**src/assert_macros.svh**
```systemverilog
// Assertion macros used by the texture animation sequencer.
`ifndef ASSERT_MACROS_SVH
`define ASSERT_MACROS_SVH

// A condition that holds at every clock edge outside reset.
`define TAS_ASSERT(label, clk, rst, expr, msg) \
   label: assert property (@(posedge clk) disable iff (rst) (expr)) else $error(msg);

// A condition that implies another in the same cycle.
`define TAS_ASSERT_IMP(label, clk, rst, ante, cons, msg) \
   label: assert property (@(posedge clk) disable iff (rst) (ante) |-> (cons)) else $error(msg);

// A condition that implies another in the following cycle.
`define TAS_ASSERT_NXT(label, clk, rst, ante, cons, msg) \
   label: assert property (@(posedge clk) disable iff (rst) (ante) |=> (cons)) else $error(msg);

`endif

```
**src/tas_pkg.sv**
```systemverilog
// ----------------------------------------------------------------------------
// tas_pkg
// Types, codes and defaults shared by the texture animation sequencer.
// ----------------------------------------------------------------------------
package tas_pkg;

   localparam int unsigned DEF_MAX_ANIMS  = 16;
   localparam int unsigned DEF_MAX_FRAMES = 32;
   localparam int unsigned TIME_W         = 32;
   localparam int unsigned PIC_W          = 16;
   localparam logic [TIME_W-1:0] LFSR_MASK = 32'h8020_0003;

   typedef enum logic [1:0] {
      CMD_DEFINE = 2'd0,
      CMD_APPEND = 2'd1,
      CMD_TICK   = 2'd2,
      CMD_NONE   = 2'd3
   } cmd_type;

   typedef enum logic [2:0] {
      STS_OK         = 3'd0,
      STS_TABLE_FULL = 3'd1,
      STS_STORE_FULL = 3'd2,
      STS_NO_OPEN    = 3'd3,
      STS_EMPTY      = 3'd4
   } status_type;

   typedef enum logic [2:0] {
      MODE_FORWARD   = 3'd0,
      MODE_BACKWARD  = 3'd1,
      MODE_OSC_UP    = 3'd2,
      MODE_OSC_DOWN  = 3'd3,
      MODE_DISCRETE  = 3'd4
   } mode_type;

   typedef enum logic [3:0] {
      ST_IDLE,
      ST_SRCH_RD,
      ST_SRCH_CMP,
      ST_DEF_WR,
      ST_ENT_RD,
      ST_APP_CHK,
      ST_TICK_EVAL,
      ST_FS_RD,
      ST_FS_CAP,
      ST_MOD_WAIT,
      ST_ENT_WB,
      ST_EMIT_PREP,
      ST_PIC_RD,
      ST_PIC_CAP,
      ST_EMIT
   } state_type;

   typedef struct packed {
      logic [TIME_W-1:0] speed_min;
      logic [TIME_W-1:0] speed_range;
      logic [PIC_W-1:0]  pic;
   } frame_entry_type;

endpackage

```
**src/tas_mod_unit.sv**
```systemverilog
// ----------------------------------------------------------------------------
// tas_mod_unit
// Restoring remainder unit, one quotient bit per cycle.
// ----------------------------------------------------------------------------
module tas_mod_unit (
   input  logic                      clock,
   input  logic                      reset,
   input  logic                      start,
   input  logic [tas_pkg::TIME_W-1:0] dividend,
   input  logic [tas_pkg::TIME_W-1:0] divisor,
   output logic                      done,
   output logic [tas_pkg::TIME_W-1:0] remainder
);
   import tas_pkg::*;

   localparam int unsigned CNT_W = $clog2(TIME_W + 1);

   logic              busy_ff, busy_in;
   logic              done_ff, done_in;
   logic [CNT_W-1:0]  cnt_ff, cnt_in;
   logic [TIME_W-1:0] rem_ff, rem_in;
   logic [TIME_W-1:0] dvd_ff, dvd_in;
   logic [TIME_W-1:0] div_ff, div_in;
   logic [TIME_W:0]   trial;

   always_comb begin
      busy_in = busy_ff;
      done_in = 1'b0;
      cnt_in  = cnt_ff;
      rem_in  = rem_ff;
      dvd_in  = dvd_ff;
      div_in  = div_ff;
      trial   = {rem_ff, dvd_ff[TIME_W-1]};
      if (start) begin
         busy_in = 1'b1;
         cnt_in  = CNT_W'(TIME_W);
         rem_in  = '0;
         dvd_in  = dividend;
         div_in  = divisor;
      end else if (busy_ff) begin
         if (trial >= {1'b0, div_ff}) begin
            rem_in = TIME_W'(trial - {1'b0, div_ff});
         end else begin
            rem_in = trial[TIME_W-1:0];
         end
         dvd_in = {dvd_ff[TIME_W-2:0], 1'b0};
         cnt_in = cnt_ff - CNT_W'(1);
         if (cnt_ff == CNT_W'(1)) begin
            busy_in = 1'b0;
            done_in = 1'b1;
         end
      end
   end

   always_ff @(posedge clock) begin
      if (reset) begin
         busy_ff <= 1'b0;
         done_ff <= 1'b0;
      end else begin
         busy_ff <= busy_in;
         done_ff <= done_in;
      end
   end

   always_ff @(posedge clock) begin
      cnt_ff <= cnt_in;
      rem_ff <= rem_in;
      dvd_ff <= dvd_in;
      div_ff <= div_in;
   end

   assign done      = done_ff;
   assign remainder = rem_ff;

endmodule

```
**config.mk**
```make
export PLATFORM = sky130hd
export DESIGN_NAME = tas_mod_unit
export DESIGN_NICKNAME = d
export VERILOG_FILES = /design/src/assert_macros.svh /design/src/tas_pkg.sv /design/src/tas_mod_unit.sv
export SDC_FILE = /design/constraint.sdc
export NUM_CORES = 1
export LEC_CHECK = 0
export ABC_AREA = 0
export BUFFER_PORTS_ARGS = -buffer_cell sky130_fd_sc_hd__buf_2
export CAP_MARGIN = 20
export CORE_AREA = 2 2 136 138
export CTS_BUF_LIST = sky130_fd_sc_hd__clkbuf_4 sky130_fd_sc_hd__clkbuf_8
export CTS_CLUSTER_DIAMETER = 120
export DETAILED_ROUTE_END_ITERATION = 8
export DIE_AREA = 0 0 138 140
export HOLD_SLACK_MARGIN = 0.12
export PLACE_DENSITY = 0.57
export SETUP_SLACK_MARGIN = 0.5
export SLEW_MARGIN = 20
export SYNTH_ARGS = -nofsm -noshare
export SYNTH_HDL_FRONTEND = slang
export SYNTH_SLANG_ARGS = --single-unit
```
**constraint.sdc**
```tcl
create_clock -name clock -period 5.3 [get_ports clock]
set_input_delay 0.53 -clock clock [delete_from_list [all_inputs] [get_ports clock]]
set_output_delay 0.53 -clock clock [all_outputs]
set_load 0.02 [all_outputs]
```
Yosys cells after proc, flatten, opt, wreduce, memory -nomap -nowiden
Index checks and enable logic that the tools add are counted.
{"block": "totals", "register_bits": 104, "input_bits": 67, "output_inout_bits": 33, "elab_cells": 20}
{"block": "op_classes", "addsub": 2, "order_cmp": 1, "n_eq_ne": 1, "n_mux": 7, "bitwise_logic": 1, "n_reduce_logical": 2}
{"operator": "$mux W32", "count": 3}
{"operator": "$ge A33 B32 Y1", "count": 1}
{"operator": "$sub A32 B32 Y32", "count": 1}
{"operator": "$eq A6 B1 Y1 const B", "count": 1}
{"operator": "$sub A6 B1 Y6 const B", "count": 1}
{"operator": "$mux W1", "count": 4}
{"operator": "$reduce_or A3 Y1", "count": 1}
{"operator": "$reduce_bool A2 Y1", "count": 1}
{"operator": "$not A1 Y1", "count": 1}

Longest topological paths before layout
Gate-level depths: netlist of run 1.
{"block": "logic_depth", "word_depth": 4, "depth_mapped": 13, "depth_no_buf": 12}

Worst setup path after synthesis of run 1
Ideal clock, no wire load.
{"block": "synth_timing", "path_kind": "reg-to-reg", "start": "register rem_ff[0], in the netlist remainder[0]", "end": "register rem_ff[3], in the netlist remainder[3]", "setup_time_ps": 88, "arrival_time_ps": 2802, "required_ps": 5212, "path_slack_ps": 2410, "path_stages_with_launch": 12, "path_buffers": 2, "period_less_slack_ps": 2890, "path_cell_list": "dfxtp_1 > ha_1 > nor2b_4 > o31a_1 > o31a_1 > o31ai_4 > o21ai_2 > a211oi_4 > buf_6 > buf_12 > nand2_4 > a311oi_2"}
{"block": "synth_between", "elab_chain_len": 2, "elab_cells_between_ends": 3, "cone_classes": "add/sub (1); order compare (1); mux (1)"}
{"element": "from (decl)", "line": "tas_mod_unit.sv:21", "text": "logic [TIME_W-1:0] rem_ff, rem_in;"}
{"element": "from (signal assigned)", "line": "tas_mod_unit.sv:67", "text": "rem_ff <= rem_in;"}
{"element": "$sub A32 B32 Y32 or $ge A33 B32 Y1 (tied branches)", "line": "tas_mod_unit.sv:42, tas_mod_unit.sv:41"}
{"element": "$mux W32 *", "line": "tas_mod_unit.sv:41", "text": "if (trial >= {1'b0, div_ff}) begin"}
Every way passes the cells marked *; elsewhere a longest branch is shown, timed or not.
A chain may end at the register's enable or synchronous reset.

Final worst setup path of run 1
{"block": "layout_timing", "start": "register rem_ff[0], in the netlist remainder[0]", "end": "register rem_ff[1], in the netlist remainder[1]"}
The elaborated chain is that of the path after synthesis.

==> run metrics, run 1 <==
via count=4720; worst-path cell chain=ha_1 -> nor2b_4 -> o31a_1 -> o31a_1 -> o31ai_4 -> o21ai_2 -> a211oi_4 -> buf_4 -> mux2i_1 -> a211oi_1; DP Wirelength=10800 µm; Hold Worst Slack=0.296 ns; routability cong.=between 0.9 and 1; Pre-Repair DR Iteration Count=4; nets=779; WL per Instance=~16 µm; CTS max path bufs=2; Die Ht=approximately 140 µm; Synth Instances=between 500 and 600; status=finished clean; CP max stage cell=dfxtp_1; CTS tree=yes; most common cell in the synthesized netlist=edfxtp_1; Critical Path RT=between 5 and 6 ns; final worst setup slack=2.10 ns; max-cap viol count=0; Synth top area share=0.314; Min-Delay Endpoint=div_ff[26]; Top Ports=100; Tmin final=around 3.2 ns; Total GRT Usage=0.150; syn_area_per_cell=10.3 µm²; stages on the worst setup path=10; post-route cell area=6990 µm²; Ys Warns=0; synth unique cells=66; min-delay src=divisor[26]; CTS clk-pin slew, worst paths=0.12 ns; clock latency on the worst-skew pair=0.40 ns; row cnt=49; detailed-route DRC error count=0; grt ovf=0; cell taking the most area after synthesis=edfxtp_1; ANT nets after route=0; Max H-tree Level=3; Post-Syn Area=6130 µm²; vias in the first global route=4613; clk sinks=104; largest net degree at the start of global routing=59; critical path arrival=around 3.5 ns; FF-to-FF Start=remainder[0]; Critical path buffers and inverters=1; Hold Fails Final Rpt=0; die width=138 µm; Hold Path Stages=1; unrepaired setup endpoints after global routing=false; CP delay by family, top=compound AO/OA/AOI/OAI gates; Final setup viols=0; hold buffers post-CTS=0; CP dominant cell by count=o31a_1; asr flop ratio synth=0; #FFs+latches synth=approximately 100; initial antenna violation count=0; Startpoint Class=flip-flop; reg2reg path depth=10; Post-synth EDFFs=64; area grow syn2layout=14.1%; Hold Path Class=in -> reg; WS Path Type=reg -> reg; syn nets=about 700; CP Capture Type=flip-flop; worst slack, placed=2.12 ns; first-pass GRT wire length=23700 µm; Core Region=17800 µm²; register area share after synthesis=0.444; final wirelength=14400 µm; number of buffers created by CTS=9; VDD IR max=0.132 mV; reg2reg setup slack=approximately 2.1 ns; utilization after layout=0.393; slowest cell delay on critical path=0.47 ns; top post-synthesis cells by count=edfxtp_1 (64), inv_1 (42), nor2_1 (42); Sum Neg Setup Slack=0 ns; ranking of synthesized cells by area=edfxtp_1 (31%), dfxtp_1 (13%), ha_1 (6.9%); vias per inst=5.18; PD cells=276 nW/µm²; Setup Buffers After CTS=0; Die ar.=19300 µm²; DRT iter0 DRCs=roughly 270; DP Area=6780 µm²; Post-CTS Resized=0; Tcrit/Tclk final=0.604; Worst Skew=between 0.01 and 0.015 ns; fmax=0.313 GHz; layout cell share with drive strength beyond 1=0.239; Pleak=3.05 nW; Rel. slew slack=0.362; reg-to-reg endpoint=remainder[1]; IO buf count=99; Initial Utilization=0.345; Final Max Slew Viols=0; Tightest Pin Transition=0.956 ns; CTS root buffer=clkbuf_8; antenna cells=0; Synth Flop Type=edfxtp_1; CP Max Fanout=19
registers in the layout (all words and copies together) (netlist names):
name and flops:
done 1, dvd_ff 32, div_ff 32, busy_ff 1, cnt_ff 6, remainder 32
report_power, final:
group	internal, mW	leakage, nW	switching, mW
registers	0.932	0.964	0.0336
logic	0.180	1.98	0.253
clock network	0.196	0.108	0.332
worst register-to-register path: cells and delay by family, from the launching register on:
family,cells,cell delay (ns)
compound gates,6,1.56
fa+ha+maj,1,0.29
buf+inv,1,0.33
flops,1,0.47
mux,1,0.29
simple gates,1,0.14
layer usage:
layer	track usage	wire [µm]	share of wire	vias to the layer above
met5	0	0	0	-
met4	0.0387	161	0.011	0
met3	0.0311	642	0.045	17
met2	0.246	6770	0.47	109
met1	0.202	6840	0.47	2224
li1	-	-	-	2370
worst max-delay path by stage:
stage,startpoint,end,slack (ns)
floorplan,remainder[0],remainder[3],2.41
global placement,remainder[0],remainder[29],2.10
detailed placement,remainder[0],remainder[1],2.12
CTS,remainder[0],remainder[1],2.08
global route,remainder[0],remainder[27],1.92
finish,remainder[0],remainder[1],2.10
layout by cell type (no fill, tap or decap), drive strengths merged, types with 7 or more instances in the layout:
cell / synthesis / layout
clkbuf: 24 / 9
edfxtp: 64 / 64
mux2: 31 / 31
xor2: 11 / 11
dfxtp: 40 / 40
nand2: 42 / 42
a21oi: 26 / 26
nand3: 15 / 15
nor3: 9 / 9
buf: 9 / 104
nand4: 9 / 9
nor2: 42 / 42
a21o: 9 / 9
o21a: 7 / 7
mux2i: 21 / 21
o21ai: 23 / 23
xnor2: 17 / 17
a211oi: 27 / 27
ha: 34 / 34
inv: 42 / 46
layout make-up:
| class | instances | area (µm²) |
|---|---|---|
| clock buffer | 9 | 124 |
| tap | 229 | 287 |
| timing repair buffer | 104 | 536 |
| fill | 1792 | 10800 |
| sequential | 104 | 2720 |
| multi-input combinational | 416 | 3070 |
| inverter | 42 | 158 |
| clock inverter | 7 | 93.8 |
kinds of logic (layout without fill, tap and decap cells):
logic type / count (synthesis) / after routing / share of synthesized area
adders and majority gates: 35 / 35 / 0.0727
xor gates and xnor gates: 28 / 28 / 0.0400
and+or+nand+nor: 159 / 159 / 0.130
muxes: 52 / 52 / 0.0913
DFF: 104 / 104 / 0.444
AOI/OAI and AO/OA: 142 / 142 / 0.167
buffers and inverters: 75 / 162 / 0.0541
per-stage QoR:
step,cells,power (mW)
3_3_place_gp,895,1.41
3_5_place_dp,895,1.42
4_1_cts,911,1.96
5_1_grt,911,2.04
2_1_floorplan,595,1.29
6_report,911,1.93
(Power assumes the default switching activity.)
==> run 2: changes to the inputs <==
==> constraint.sdc (replaced) <==
create_clock -name clock -period 3 [get_ports clock]
set_input_delay 0.3 -clock clock [delete_from_list [all_inputs] [get_ports clock]]
set_output_delay 0.3 -clock clock [all_outputs]
set_load 0.02 [all_outputs]
==> run metrics, run 2 (synthesis gave the netlist of run 1 again) <==
Core Region=17800 µm² (unchanged); max-cap viol count=0 (unchanged); post-route cell area=8220 µm² (+18%); VDD IR max=0.313 mV (+140%); unrepaired setup endpoints after global routing=true; first-pass GRT wire length=26100 µm (+10%); Initial Utilization=0.345 (unchanged); Top Ports=100 (unchanged); CTS root buffer=clkbuf_8; clock latency on the worst-skew pair=0.39 ns (about the same); final worst setup slack=0.216 ns (-1.88 ns); final wirelength=16600 µm (+15%); CP Max Fanout=8 (-11); die width=138 µm (unchanged); CTS max path bufs=2 (unchanged); Sw Pwr=1.14 mW (+83%); reg2reg path depth=12 (+2); met2 GRT Util=0.281 (+0.0347); nets=858 (+10%); Switching Fraction=0.317 (-0.00449); row cnt=49 (unchanged); Clk pwr share=0.242 (-0.032); clk sinks=104 (unchanged); part of the power in registers=0.479 (-0.022); antenna cells=0 (unchanged); CP Capture Point=remainder[7]; DP Area=6960 µm² (+2.7%); Sum Neg Setup Slack=0 ns (unchanged); worst slack, placed=0.0665 ns (-2.05 ns); Final Max Slew Viols=0 (unchanged); WL per Instance=16.7 µm (+5.6%); min-delay src=dividend[0]; CTS clk-pin slew, worst paths=0.11 ns (about the same); Tcrit/Tclk final=0.928 (+0.324); Pre-Repair DR Iteration Count=4 (unchanged); vias in the first global route=5190 (+13%); Die Ht=140 µm (unchanged); Hold Fails Final Rpt=0 (unchanged); ANT nets after route=0 (unchanged); area grow syn2layout=34.2%; initial antenna violation count=0 (unchanged); largest net degree at the start of global routing=51 (-14%); Cell Int Power=2.45 mW (+87%); WS Path Type=reg -> reg; Startpoint Class=flip-flop; via count=5159 (+9.3%); layout cell share with drive strength beyond 1=0.363 (+0.124); IO buf count=99 (unchanged); Tmin final=2.78 ns (-0.416 ns); met3 usage=0.0530 (+0.0219); Hold Worst Slack=0.185 ns (-0.111 ns); Rel. slew slack=0.361 (-0.00108); CP Capture Type=flip-flop; PD cells=436 nW/µm² (+58%); Pleak=3.47 nW (+14%); most frequent cells in the layout=buf_2 (98), edfxtp_1 (64), inv_1 (41), nand2_1 (39), buf_4 (39); Crit. Startpoint=div_ff[1]; Total GRT Usage=0.166 (+0.0163); status=finished clean; Tot Pwr=3.59 mW (+86%); Critical Path RT=3.25 ns (-2.31 ns); fmax=0.359 GHz (+15%); CTS tree=yes; combinational power share=0.278 (+0.053); reg2reg setup slack=0.22 ns (-1.88 ns); DP Wirelength=11500 µm (+6.8%); number of buffers created by CTS=9 (unchanged); reg-to-reg endpoint=remainder[7]; Die ar.=19300 µm² (unchanged); Tightest Pin Transition=0.956 ns (-0.000854 ns); detailed-route DRC error count=0 (unchanged); vias per inst=5.21 (+0.58%); routability cong.=0.860 (-4.7%); critical path arrival=3.03 ns (-0.43 ns); met1 Use GR=0.203 (+0.000987); DRT iter0 DRCs=297 (+9.6%); Max H-tree Level=3 (unchanged); FF-to-FF Start=div_ff[1]; Worst Skew=0.0120 ns (-0.00246 ns); most common cell after layout, fill and taps aside=buf_2; most used routing layer in global routing=met2; Hold Path Class=in -> reg; Final setup viols=0 (unchanged); grt ovf=0 (unchanged)
[run 2: stage by stage]
step | util | std cells
finish | 0.462 | 990
global route | 0.462 | 990
CTS | 0.449 | 977
detailed placement | 0.391 | 910
global placement | 0.391 | 910
floorplan | - | 595
[run 2: worst min-delay path by stage]
| stage | cells past startpoint | to | slack, ns |
|---|---|---|---|
| after floorplan | 1 | busy_ff | 0.37 |
| after global placement | 2 | cnt_ff[5] | 0.47 |
| after detailed placement | 1 | div_ff[5] | 0.48 |
| after CTS | 2 | dvd_ff[0] | 0.16 |
| after global routing | 2 | dvd_ff[10] | 0.17 |
| final | 2 | dvd_ff[0] | 0.18 |
[run 2: metal layers]
metal	part of all wire	vias up	wire [µm]
li1	-	2523	-
met1	0.44	2479	7290
met2	0.48	132	7930
met3	0.062	25	1020
met4	0.019	0	314
met5	0	-	0
[run 2: worst max-delay path, stage by stage (launching register included)]
cell and delay (ns):
edfxtp_1 0.39, inv_2 0.09, ha_4 0.20, nor2b_4 0.13, o31a_1 0.28, o31a_1 0.30, o31ai_4 0.23, o21ai_2 0.12
a211oi_4 0.33, buf_12 0.19, buf_12 0.13, mux2i_1 0.18, a211oi_1 0.08
[run 2: timing repair]
| action | 4_1_cts | 5_1_grt |
|---|---|---|
| endpoints found under the hold margin | 34 | 0 |
| pin swaps | 31 | 27 |
| gates resized for setup | 65 | 25 |
| hold buffers | 33 | 0 |
| buffers inserted | 16 | 13 |
| endpoints found under the setup margin | 32 | 32 |
| cloned | 2 | 0 |
[run 2: power by group through the flow]
stage	combinational [mW]	clock [mW]	sequential (mW)
floorplan	0.549	0	1.75
global placement	0.801	0	1.74
detailed placement	0.808	0	1.74
CTS	0.942	0.921	1.72
global route	1.09	0.969	1.73
finish	0.999	0.869	1.72
[run 2: final cells by class]
| type | count | area (µm²) |
|---|---|---|
| Fill cell | 1723 | 9560 |
| Sequential cell | 104 | 2740 |
| Inverter | 42 | 158 |
| Multi-Input combinational cell | 416 | 3530 |
| Timing Repair Buffer | 183 | 1320 |
| Clock inverter | 6 | 60.1 |
| Clock buffer | 10 | 131 |
| Tap cell | 229 | 287 |
